<file path="src/design/msb_pkg.sv">
`default_nettype none
// ----------------------------------------------------------------------------
// msb_pkg
// Shared types and constants of the four-core snooping coherence bus.
// ----------------------------------------------------------------------------
package msb_pkg;

	localparam int CORE_COUNT_DEF    = 4;
	localparam int INDEX_BITS_DEF    = 6;
	localparam int MEM_ADDR_BITS_DEF = 20;

	localparam int ADDR_W = 20;
	localparam int DATA_W = 32;
	localparam int CORE_W = 2;
	localparam int LAT_W  = 8;
	localparam int OWN_W  = 3;

	localparam logic [LAT_W-1:0] LAT_RESET = 8'd16;
	localparam logic [OWN_W-1:0] OWNER_MEM = 3'd4;

	typedef enum logic [1:0] {ST_I, ST_S, ST_E, ST_M} line_st_t;
	typedef enum logic [1:0] {BUS_IDLE, BUS_RD, BUS_RDX, BUS_FLUSH} bus_cmd_t;
	typedef enum logic [3:0] {
		B_CLEAR, B_IDLE, B_ACC_EV, B_GRANT_EV, B_BUS, B_SNP_EV, B_FL_EV, B_FIN, B_RES
	} back_st_t;
	typedef enum logic {IT_ACCESS, IT_TICK} item_kind_t;

	typedef struct packed {
		item_kind_t        kind;
		logic [CORE_W-1:0] core;
		logic              is_write;
		logic [ADDR_W-1:0] address;
		logic [DATA_W-1:0] write_data;
	} item_t;

	typedef struct packed {
		logic [CORE_W-1:0] core;
		logic              wr;
		logic [DATA_W-1:0] data;
	} res_t;

endpackage
`default_nettype wire

</file>
<file path="src/design/msb_front.sv">
`default_nettype none
// ----------------------------------------------------------------------------
// msb_front
// Takes requests, classifies them as access or tick, holds two for the back.
// ----------------------------------------------------------------------------
module msb_front (
	input  wire logic                        clk,
	input  wire logic                        arst_n,
	input  wire logic                        wr_en,
	input  wire logic                        command,
	input  wire logic [msb_pkg::CORE_W-1:0]  core,
	input  wire logic                        is_write,
	input  wire logic [msb_pkg::ADDR_W-1:0]  address,
	input  wire logic [msb_pkg::DATA_W-1:0]  write_data,
	output logic                             q_full,
	output logic                             q_empty,
	input  wire logic                        take,
	output msb_pkg::item_t                   item
);
	msb_pkg::item_t slot_q [2];
	logic       wp_q, rp_q;
	logic [1:0] cnt_q;
	msb_pkg::item_t wr_item;

	always_comb begin
		wr_item.kind       = command ? msb_pkg::IT_TICK : msb_pkg::IT_ACCESS;
		wr_item.core       = core;
		wr_item.is_write   = is_write;
		wr_item.address    = address;
		wr_item.write_data = write_data;
	end

	assign q_full  = (cnt_q == 2'd2);
	assign q_empty = (cnt_q == 2'd0);
	assign item    = slot_q[rp_q];

	always_ff @(posedge clk) begin
		if (wr_en) begin
			slot_q[wp_q] <= wr_item;
		end
	end

	always_ff @(posedge clk or negedge arst_n) begin
		if (!arst_n) begin
			wp_q  <= 1'b0;
			rp_q  <= 1'b0;
			cnt_q <= 2'd0;
		end else begin
			if (wr_en) begin
				wp_q <= ~wp_q;
			end
			if (take) begin
				rp_q <= ~rp_q;
			end
			cnt_q <= cnt_q + {1'b0, wr_en} - {1'b0, take};
		end
	end
endmodule
`default_nettype wire

</file>
<file path="config.mk">
export PLATFORM = sky130hd
export DESIGN_NAME = msb_front
export DESIGN_NICKNAME = d
export VERILOG_FILES = /design/src/design/msb_pkg.sv /design/src/design/msb_front.sv
export SDC_FILE = /design/constraint.sdc
export NUM_CORES = 1
export LEC_CHECK = 0
export ABC_AREA = 1
export BUFFER_PORTS_ARGS = -buffer_cell sky130_fd_sc_hd__buf_2
export CAP_MARGIN = 15
export CORE_MARGIN = 2
export CORE_UTILIZATION = 56
export DETAILED_ROUTE_END_ITERATION = 10
export HOLD_SLACK_MARGIN = 0.08
export PLACE_DENSITY = 0.87
export SYNTH_ARGS = -nofsm -noshare
export SYNTH_HDL_FRONTEND = slang
export SYNTH_SLANG_ARGS = --single-unit
</file>
<file path="constraint.sdc">
create_clock -name clk -period 5.2 [get_ports clk]
set_clock_uncertainty 0.2 [all_clocks]
set_input_delay 0.52 -clock clk [delete_from_list [all_inputs] [get_ports clk]]
set_output_delay 0.52 -clock clk [all_outputs]
set_load 0.02 [all_outputs]
</file>
==> impl_metrics.toml <==
[cts]
ctsRootBufferMaster = "clkbuf_8"
cts_sinks = 116
cts.clk_slew.worst_paths_ns = 0.05
cts_buffer_depth = 2
worstSkewPairLatency_ns = 0.49
htree_levels = 4
cts_buffers = 17
cts_tree = "yes"
ctsResizeCount = 0

[pwr]
total_power_mw = 3.43
p_leak_nw = 2.67
power_density_mw_per_mm2 = 556
irDropWorstVdd_v = 0.000296

[placed_design]
dpl.hpwl_um = 4750
place_inst = 526
place_congestion = 0.718
port_buffers = 117
placed_cell_area_mm2 = 0.00501

[sta]
rsz0062_at_grt = "no"
slew_headroom_pct = 36.9
fin_crit_ns = 2.84
finalSetupTns_ns = 0
final_hold_viol_count = 0
worst_pin_slew_ns = 0.947
finalCritPeriodShare_pct = 54.7
slew_violations = 0
setup_viol = 0
max_freq_mhz = 352

[routing]
met2_length_um = 5130
drc = 0
highest_layer = "met4"
drt-pass1-iter-count = 7
wl_per_cell_um = 14.9
drtIter0Drc = 171
finalWirelength_um = 9200
wl_met3_um = 458
viasPerCell = 4.77
wirelength_met1_um = 3420
vias = 2936
ant_nets = 0

[floorplan]
die_h_um = 92.2
core_mm2 = 0.00765
fp.dieArea_mm2 = 0.00851
die_w_um = 92.2
rows = 32
initial_core_util_pct = 57.0
num_io_pins = 118

[global_route]
grt_max_degree = 114
grt_pass1_vias = 3105
grt_overflow = 0
grt_use_total_pct = 22.7
antenna_found_initial = 0
grt_pass1_wl_um = 14200

[synth]
synth_area_per_cell_um2 = 13.8
synth_seq_cells = 116
syn-cell-area_mm2 = 0.00436
yosysTopAreaCell = "edfxtp_1"
yosysSeqAreaShare_pct = 79.4
synth.area.top_cells = "edfxtp_1 77%, o21ai_0 6.4%, inv_1 5.4%"
synth_nets = 379
synth_cell_type_count = 13
synth_warnings = 0
synth_top_area_share_pct = 77.2
synthCells = 317

[finish]
multi_input_area_um2 = 579
final_nets = 564
syn2layout_area_growth_pct = 41.3
layout_commonest_cell = "buf_2"
drive_gt1_share_pct = 28.6
fin_cells = 616
diodes = 0
fin_area_mm2 = 0.00616
layout_common_cells = "117 x buf_2, 112 x edfxtp_1, 62 x inv_1, 62 x nand2_1, 59 x dlygate4sd3_1"
seqCellArea_mm2 = 0.00347
fillCellCount = 400

[worst_setup_path]
required_ns = 4.48
worst_setup_path_end_kind = "output port"
crit_path_start_kind = "flip-flop"
arrival_ns = 2.12
critPathKind = "reg -> out"
cp_max_fo = 113

[outcome]
outcome = "finished clean"

[job]
cap_violations = 0

[min_path]
hold_path_class = "in -> async"
## path summary, 6_finish.rpt
| check | slack (ns) | depth (start not counted) | to | startpoint |
|---|---|---|---|---|
| min reg2reg | 0.35 | 1 | wp_q | wp_q |
| min | 0.17 | 2 | cnt_q[1] | arst_n |
| max reg2reg | 3.12 | 2 | slot_q[0][55] | wp_q |
| max | 2.36 | 2 | item[41] | rp_q |
| min in group clk | 0.35 | 1 | wp_q | wp_q |
| max in group asynchronous | 4.49 | 2 | rp_q | arst_n |
## per-layer routing
metal  vias up  track usage, %
met4         0            10.9
met2       112            43.3
met5         -               0
li1       1436               -
met1      1366            22.2
met3        22            6.57
## repair_timing
item / in CTS / in global routing
hold buffers: 59 / 0
setup buffers: 0 / 0
setup endpoints to repair: 0 / 0
hold endpoints to repair: 118 / 0
## sequential cells by signal, indices dropped and copies added, names as in the netlist
name,flops
cnt_q,2
rp_q,1
slot_q,112
wp_q,1
## worst max-delay path, cell delays in order (launching register included)
cell,delay (ns)
dfrtp_4,1.05
o21ai_0,0.32
buf_2,0.24
## power breakdown
group	total (mW)	switching [mW]	internal [mW]	leakage [nW]
clock network	1.09	0.372	0.714	0.264
registers	1.41	0.160	1.25	1.10
logic	0.933	0.631	0.302	1.31
total	3.43	1.16	2.26	2.67
## layout make-up
class,count,share of cell area (%)
clock inverters,13,2.29
repair buffers,178,19.3
flip-flops and latches,116,56.3
well taps,102,2.07
multi-input cells,126,9.40
inverters,63,3.84
clock buffers,18,6.78
## metrics by stage
| step | utilization [%] | hold WS (ns) | worst slack, ns |
|---|---|---|---|
| 3_3_place_gp | 65.5 | 0.127 | 2.88 |
| 5_1_grt | 80.6 | 0.143 | 2.17 |
| 4_1_cts | 80.6 | 0.145 | 2.38 |
| 6_report | 80.6 | 0.171 | 2.36 |
| 2_1_floorplan | - | 0.0244 | 1.62 |
| 3_5_place_dp | 65.5 | 0.135 | 2.82 |
## cells by family after synthesis
| group | Yosys count | share of synthesized area (%) |
|---|---|---|
| AOI/OAI and AO/OA | 56 | 6.43 |
| and+or+nand+nor | 66 | 5.71 |
| buffers and inverters | 75 | 7.43 |
| xor gates and xnor gates | 2 | 0.402 |
| DFF | 116 | 79.4 |
| adders and majority gates | 2 | 0.574 |
## cells in the mapped netlist
cell	instances
dfrtp_1	4
clkbuf_1	4
nand2_1	62
buf_6	4
ha_1	2
o21ai_0	56
buf_2	1
nor2_1	3
buf_4	3
edfxtp_1	112
nand3_1	1
xor2_1	2
inv_1	63
(Power assumes the default switching activity.)
