--- src/design/msb_pkg.sv ---
`default_nettype none
// ----------------------------------------------------------------------------
// msb_pkg
// Shared types and constants of the four-core snooping coherence bus.
// ----------------------------------------------------------------------------
package msb_pkg;

	localparam int CORE_COUNT_DEF    = 4;
	localparam int INDEX_BITS_DEF    = 6;
	localparam int MEM_ADDR_BITS_DEF = 20;

	localparam int ADDR_W = 20;
	localparam int DATA_W = 32;
	localparam int CORE_W = 2;
	localparam int LAT_W  = 8;
	localparam int OWN_W  = 3;

	localparam logic [LAT_W-1:0] LAT_RESET = 8'd16;
	localparam logic [OWN_W-1:0] OWNER_MEM = 3'd4;

	typedef enum logic [1:0] {ST_I, ST_S, ST_E, ST_M} line_st_t;
	typedef enum logic [1:0] {BUS_IDLE, BUS_RD, BUS_RDX, BUS_FLUSH} bus_cmd_t;
	typedef enum logic [3:0] {
		B_CLEAR, B_IDLE, B_ACC_EV, B_GRANT_EV, B_BUS, B_SNP_EV, B_FL_EV, B_FIN, B_RES
	} back_st_t;
	typedef enum logic {IT_ACCESS, IT_TICK} item_kind_t;

	typedef struct packed {
		item_kind_t        kind;
		logic [CORE_W-1:0] core;
		logic              is_write;
		logic [ADDR_W-1:0] address;
		logic [DATA_W-1:0] write_data;
	} item_t;

	typedef struct packed {
		logic [CORE_W-1:0] core;
		logic              wr;
		logic [DATA_W-1:0] data;
	} res_t;

endpackage
`default_nettype wire

--- src/design/msb_res_q.sv ---
`default_nettype none
// ----------------------------------------------------------------------------
// msb_res_q
// Two-entry queue of completed accesses towards the result side.
// ----------------------------------------------------------------------------
module msb_res_q (
	input  wire logic           clk,
	input  wire logic           arst_n,
	input  wire logic           push_en,
	input  msb_pkg::res_t       push_res,
	output logic                q_full,
	output logic                q_empty,
	input  wire logic           pop_en,
	output msb_pkg::res_t       head
);
	msb_pkg::res_t slot_q [2];
	logic       wp_q, rp_q;
	logic [1:0] cnt_q;

	assign q_full  = (cnt_q == 2'd2);
	assign q_empty = (cnt_q == 2'd0);
	assign head    = slot_q[rp_q];

	always_ff @(posedge clk) begin
		if (push_en) begin
			slot_q[wp_q] <= push_res;
		end
	end

	always_ff @(posedge clk or negedge arst_n) begin
		if (!arst_n) begin
			wp_q  <= 1'b0;
			rp_q  <= 1'b0;
			cnt_q <= 2'd0;
		end else begin
			if (push_en) begin
				wp_q <= ~wp_q;
			end
			if (pop_en) begin
				rp_q <= ~rp_q;
			end
			cnt_q <= cnt_q + {1'b0, push_en} - {1'b0, pop_en};
		end
	end
endmodule
`default_nettype wire

--- config.mk ---
export PLATFORM = sky130hd
export DESIGN_NAME = msb_res_q
export DESIGN_NICKNAME = d
export VERILOG_FILES = /design/src/design/msb_pkg.sv /design/src/design/msb_res_q.sv
export SDC_FILE = /design/constraint.sdc
export NUM_CORES = 1
export LEC_CHECK = 0
export BUFFER_PORTS_ARGS = -buffer_cell sky130_fd_sc_hd__buf_2
export CORE_MARGIN = 3
export CORE_UTILIZATION = 52
export CTS_CLUSTER_SIZE = 28
export DETAILED_ROUTE_END_ITERATION = 16
export PLACE_DENSITY_LB_ADDON = 0.15
export SYNTH_ARGS = -nofsm -noshare
export SYNTH_HDL_FRONTEND = slang
export SYNTH_SLANG_ARGS = --single-unit
--- constraint.sdc ---
create_clock -name clk -period 3.2 [get_ports clk]
set_input_delay 0.16 -clock clk [delete_from_list [all_inputs] [get_ports clk]]
set_output_delay 0.16 -clock clk [all_outputs]
set_load 0.05 [all_outputs]
==> summary.txt, run 1 <==
Status
  – Outcome: complete, no violations

Finish
  – Nets: 253
  – Most frequent cells in the layout: 75 x buf_2, 70 x edfxtp_1, 29 x mux2_4
  – Layout cell share with drive strength beyond 1: 57.9%
  – Multi-input logic area: 601 um2
  – Most common cell after layout, fill and taps aside: buf_2
  – Fillers: 362
  – Syn-to-layout area delta: 22.2%
  – Antenna cells: 0
  – Seq. cell area: 2200 um2
  – Util after Layout: 67.0%

Logic synthesis
  – Cell Area, Synth: 2870 um2
  – Netlist cell types: 13
  – Synth Area per Inst: 23.2 um2
  – Post-synthesis sequential area ratio: 76.7%
  – Synth Instances: 124
  – Register bit count reported by yosys: 74
  – Yosys warns: 0
  – Mapped Nets: 165

Pwr
  – Maximum vdd drop: 682 uV
  – Psw: 1.42 mW
  – Pleak: 1.44 nW
  – Tot Pwr: 3.57 mW
  – Comb power frac: 40.8%
  – Switching share of total power: 39.8%
  – Clk pwr share: 18.1%
  – PwrDens: 1020 nW/um2
  – Reg power frac: 41.1%
  – P_int: 2.15 mW

Placed design
  – IO Port Bufs: 75
  – DP HPWL: 2900 um
  – GP Congestion: 0.646

Clock network
  – Clk sinks: 74
  – CTS tree: done
  – Clock Pin Slew Worst Setup and Hold Paths: 70 ps
  – Num CTS Buffers: 9
  – Number of H-tree levels: 3
  – Worst skew pair latency: 330 ps
  – Clock Path Buffers: 2
  – Clock Tree Root: clkbuf_8

Floorplanning
  – Die area: 6450 um2
  – # rows: 26
  – Core Area: 5240 um2
  – IO Count: 76
  – Die height: 80.3 um
  – Die W: 80.3 um
  – Initial core utilization: 54.8%

GRT
  – Grt ovf: 0
  – GRT Total Usage: 14.6%
  – Largest net degree at the start of global routing: 37
  – Initial antenna violation count: 0
  – First-pass GRT wire length: 6720 um
  – Number of global-route vias before repair: 1,450

STA
  – Fmax: 0.455 GHz
  – Worst Max-Slew Pin Slew: 1080 ps
  – Final hold violation count: 0
  – Unrepaired setup endpoints after global routing: false
  – Max-Slew Margin vs Limit: 28.3%
  – Tmin final: 2200 ps
  – Final Setup Violations: 0
  – Worst hold slack: 21.3 ps
  – Clk_skew: 5.53 ps
  – Setup TNS: 0 ps
  – Final slew viol count: 0
  – Fin crit share: 68.7%

Setup path
  – CP delay by family, top: flip-flops
  – Slowest stage delay, CP: 1080 ps
  – Slowest cell on the critical path: dfrtp_2
  – CP Max Fanout: 36
  – Critical path startpoint category: flop
  – Data arrival, critical path: 2040 ps
  – CP endpoint kind: output port
  – Critical path data required time: 3040 ps
  – Setup Crit Path Kind: flop to output port
  – R2r startpoint: wp_q
  – Crit path from: rp_q
  – Critical-path cell list: mux2_2 -> buf_2
  – Buf/Inv on CP: 1

Routing
  – Detail Route Antenna Nets: 0
  – Drt initial violations: 46
  – Routed length per instance: 15.3 um
  – Drt via density: 4.80
  – Final wirelength: 4380 um
  – Vias: 1,372
  – DRT Pass-1 Iters: 4
  – Residual DRC: 0

Job
  – Max_cap viols: 0

Worst hold path
  – Class of the worst hold path: primary input to flop
  – Hold Startpoint: push_res[12]
-- timing repair --
| action | 4_1_cts | 5_1_grt |
|---|---|---|
| resized for setup | 0 | 0 |
| hold buffers | 4 | 2 |
| endpoints found under the hold margin | 10 | 4 |
| buffers inserted | 0 | 0 |
| endpoints found under the setup margin | 0 | 0 |
-- sequential cells by signal (all words and copies together) (netlist names) --
register	flops
cnt_q	2
rp_q	1
wp_q	1
slot_q	70
-- through the flow --
stage / setup WS, ps / instance area, um2 / cells
after floorplan: 795 / 2870 / 124
after global placement: 1360 / 3270 / 265
after detailed placement: 1330 / 3270 / 265
after CTS: 961 / 3490 / 284
after global routing: 891 / 3510 / 286
final: 1000 / 3510 / 286
-- power groups by stage --
stage | clock [mW] | sequential [mW] | combinational (mW)
3_3_place_gp | 0 | 1.48 | 1.45
4_1_cts | 0.668 | 1.47 | 1.47
5_1_grt | 0.713 | 1.49 | 1.52
2_1_floorplan | 0 | 1.36 | 1.39
6_report | 0.647 | 1.47 | 1.46
3_5_place_dp | 0 | 1.49 | 1.47
-- path summary, 6_finish.rpt --
kind                       cells past startpoint  slack [ps]            end
min                                            1          20  slot_q[0][12]
max in group asynchronous                      2        2890           rp_q
min reg2reg                                    1         540           wp_q
max reg2reg                                    1        1590  slot_q[0][32]
min in group asynchronous                      2         180           wp_q
max                                            2        1000        head[0]
-- logic make-up (layout without fill, tap and decap cells) --
group                    count (synthesis)  in the layout  share of synthesized area, %
AND/OR/NAND/NOR                          4              4                         0.784
multiplexers                            35             35                          17.5
XOR/XNOR                                 3              3                          1.44
flip-flops                              74             74                          76.7
buffers and inverters                    6             98                          2.74
adder cells (fa/ha/maj)                  2              2                         0.871
-- metal layers --
layer | vias up | GRT usage [%] | wire, um
met3 | 6 | 4.93 | 305
met4 | 0 | 7.60 | 43
met2 | 51 | 25.4 | 2300
met1 | 655 | 15.7 | 1730
met5 | - | 0 | 0
li1 | 660 | - | -
-- synth_stat cells --
library cell | n | area share, %
buf_6 | 1 | 0.39
xor2_1 | 2 | 0.61
dfrtp_1 | 4 | 3.5
ha_1 | 2 | 0.87
nor2_1 | 1 | 0.13
and2_1 | 1 | 0.22
edfxtp_1 | 70 | 73
inv_1 | 2 | 0.26
nor2b_1 | 2 | 0.44
buf_12 | 3 | 2.1
xor3_1 | 1 | 0.83
mux2_2 | 6 | 2.4
mux2_4 | 29 | 15
-- cell type report --
type / count / share of cell area [%]
Tap cell: 70 / 2.50
Clock inverter: 4 / 1.25
Clock buffer: 11 / 3.74
Multi-Input combinational cell: 44 / 17.1
Timing Repair Buffer: 81 / 12.4
Inverter: 2 / 0.214
Sequential cell: 74 / 62.8
Note: power is estimated with default switching activity, not from simulation.
==> inputs of run 2 (changes only) <==
==> constraint.sdc (replaced) <==
create_clock -name clk -period 2.2 [get_ports clk]
set_input_delay 0.11 -clock clk [delete_from_list [all_inputs] [get_ports clk]]
set_output_delay 0.11 -clock clk [all_outputs]
set_load 0.05 [all_outputs]
==> run 2 against run 1 <==
Against the previous run:
- worst setup slack got worse by 520 ps
- hold slack got worse by 1.8 ps
- cell area increased by 12%
- flip-flop and latch count unchanged
- first-iteration DRC count increased by 43%
- global-route usage increased by 2.1 points
- clock power increased by 87%
- register-to-register slack got worse by 760 ps
- largest power group is now combinational cells
==> summary.txt, run 2 (synthesis gave the netlist of run 1 again) <==
STA
  – Unrepaired setup endpoints after global routing: false
  – Final Setup Violations: 0 (unchanged)
  – Worst Max-Slew Pin Slew: 395 ps (-680 ps)
  – Max-Slew Margin vs Limit: 73.6% (+45 points)
  – Setup TNS: 0 ps (unchanged)
  – Clk_skew: 8.66 ps (+3.13 ps)
  – Final WS setup: 487 ps (-516 ps)
  – Fin crit share: 77.9%
  – Tmin final: 1710 ps
  – Fmax: 0.584 GHz
  – Final hold violation count: 0 (unchanged)
  – Final slew viol count: 0 (unchanged)

Clock network
  – CTS tree: done
  – Post-CTS Resized: 0 (unchanged)
  – CTS Hold Buffers Added: 37 (+33)
  – Worst skew pair latency: 330 ps (about the same)
  – Num CTS Buffers: 9 (unchanged)
  – Postcts setup bufs: 0 (unchanged)
  – Clock Pin Slew Worst Setup and Hold Paths: 70 ps (about the same)
  – Number of H-tree levels: 3 (unchanged)
  – Clk sinks: 74 (unchanged)
  – Clock Tree Root: clkbuf_8
  – Clock Path Buffers: 2 (unchanged)

Job
  – Max_cap viols: 0 (unchanged)

Finish
  – Syn-to-layout area delta: 36.8%
  – Multi-input logic area: 601 um2 (unchanged)
  – Top Registers: slot_q: 70 flops, cnt_q: 2 flops
  – Most common cell after layout, fill and taps aside: buf_2
  – Cell area after layout: 3930 um2 (+12%)
  – Most frequent cells in the layout: 75 x buf_2, 70 x edfxtp_1, 37 x dlygate4sd3_1
  – Seq. cell area: 2200 um2 (unchanged)
  – Antenna cells: 0 (unchanged)
  – Max reg flops: 70 (unchanged)
  – Fillers: 322 (-11%)
  – Top reg by flops: slot_q
  – Nets: 288 (+14%)
  – Layout cell share with drive strength beyond 1: 52.2% (-5.7 points)

Pwr
  – P_int: 3.43 mW (+60%)
  – Reg power frac: 35.3% (-5.8 points)
  – Pleak: 1.62 nW (+12%)
  – Maximum vdd drop: 1070 uV (+57%)
  – Switching share of total power: 38.5% (-1.3 points)
  – Comb power frac: 43.0% (+2.2 points)
  – PwrDens: 1420 nW/um2 (+40%)
  – Psw: 2.15 mW (+51%)
  – Clk pwr share: 21.7% (+3.6 points)

GRT
  – First-pass GRT wire length: 7760 um (+16%)
  – GRT Total Usage: 16.8% (+2.1 points)
  – Initial antenna violation count: 0 (unchanged)
  – Busiest grt layer: met2
  – Grt ovf: 0 (unchanged)
  – GRT met2 Usage: 28.3% (+2.9 points)
  – Number of global-route vias before repair: 1,658 (+14%)
  – Met1 usage: 19.7% (+4.0 points)
  – Largest net degree at the start of global routing: 25 (-32%)
  – Grt met3 use: 4.60% (-0.34 points)

Worst hold path
  – Hold path depth: 2 (+1)
  – Class of the worst hold path: primary input to flop

Placed design
  – DP Area: 3330 um2 (+1.7%)
  – IO Port Bufs: 75 (unchanged)
  – Dpl ws: 825 ps (-501 ps)
  – GP Congestion: 0.608 (-5.8%)

Setup path
  – Critical path startpoint category: flop
  – CP Max Fanout: 20 (-44%)
  – R2R cell count: 2 (+1)
  – Critical path data required time: 2090 ps (-950 ps)
  – Setup Crit Path Kind: flop to output port
  – CP endpoint kind: output port
  – Data arrival, critical path: 1600 ps (-440 ps)

Floorplanning
  – Die height: 80.3 um (unchanged)
  – Initial core utilization: 54.8% (unchanged)
  – IO Count: 76 (unchanged)
  – Die area: 6450 um2 (unchanged)
  – Die W: 80.3 um (unchanged)
  – Core Area: 5240 um2 (unchanged)
  – # rows: 26 (unchanged)

Routing
  – DRT Pass-1 Iters: 4 (unchanged)
  – Drt via density: 4.75 (-1.0%)
  – Detail Route Antenna Nets: 0 (unchanged)
  – Final wirelength: 4950 um (+13%)
  – Drt initial violations: 66 (+43%)
  – Vias: 1,524 (+11%)
  – Routed length per instance: 15.4 um (+0.79%)
  – Residual DRC: 0 (unchanged)

Status
  – Outcome: complete, no violations
-- run 2: changes by cell type in the layout (fill, tap and decap cells not counted), moves of 2 or more --
cell and change:
dlygate4sd3_1 +31, buf_12 +2, buf_4 +2, bufinv_16 +2, clkbuf_1 -2
-- run 2: per-stage QoR --
step	power [mW]	utilization (%)	hold slack, ps	std cells
5_1_grt	5.80	75.0	3.59	321
6_report	5.58	75.0	19.6	321
2_1_floorplan	4.00	-	-186	124
4_1_cts	5.61	75.0	1.99	321
3_5_place_dp	4.36	63.6	-79.2	269
3_3_place_gp	4.30	63.6	-84.7	269
-- run 2: final cells by class --
class	instances	share of cell area, %
clock inverter	6	2.71
inverter	2	0.191
sequential	74	56.1
tap	70	2.23
timing repair buffer	116	20.4
multi-input combinational	44	15.3
clock buffer	9	3.15
-- run 2: path summary, 6_finish.rpt --
kind	from	end	slack, ps
worst max-delay path	rp_q	head[4]	490
worst min-delay path	push_en	wp_q	20
worst max register to register	wp_q	slot_q[1][4]	830
worst min register to register	wp_q	wp_q	580
max in group asynchronous	arst_n	rp_q	1940
min in group asynchronous	arst_n	wp_q	120
-- run 2: routing by layer --
metal	up-vias	share of wire (%)
met4	0	1.0
li1	730	-
met5	-	0
met1	738	41
met3	6	5.7
met2	50	53
-- run 2: critical path: stages (launching register included) --
cell	delay, ps
dfrtp_2	360
buf_4	330
mux2_2	380
buf_2	210
-- run 2: power by group through the flow --
stage	sequential [mW]	clock, mW	combinational, mW
detailed placement	2.00	0	2.36
floorplan	1.97	0	2.03
finish	1.97	1.21	2.40
global route	2.00	1.29	2.51
CTS	1.97	1.22	2.42
global placement	1.98	0	2.33
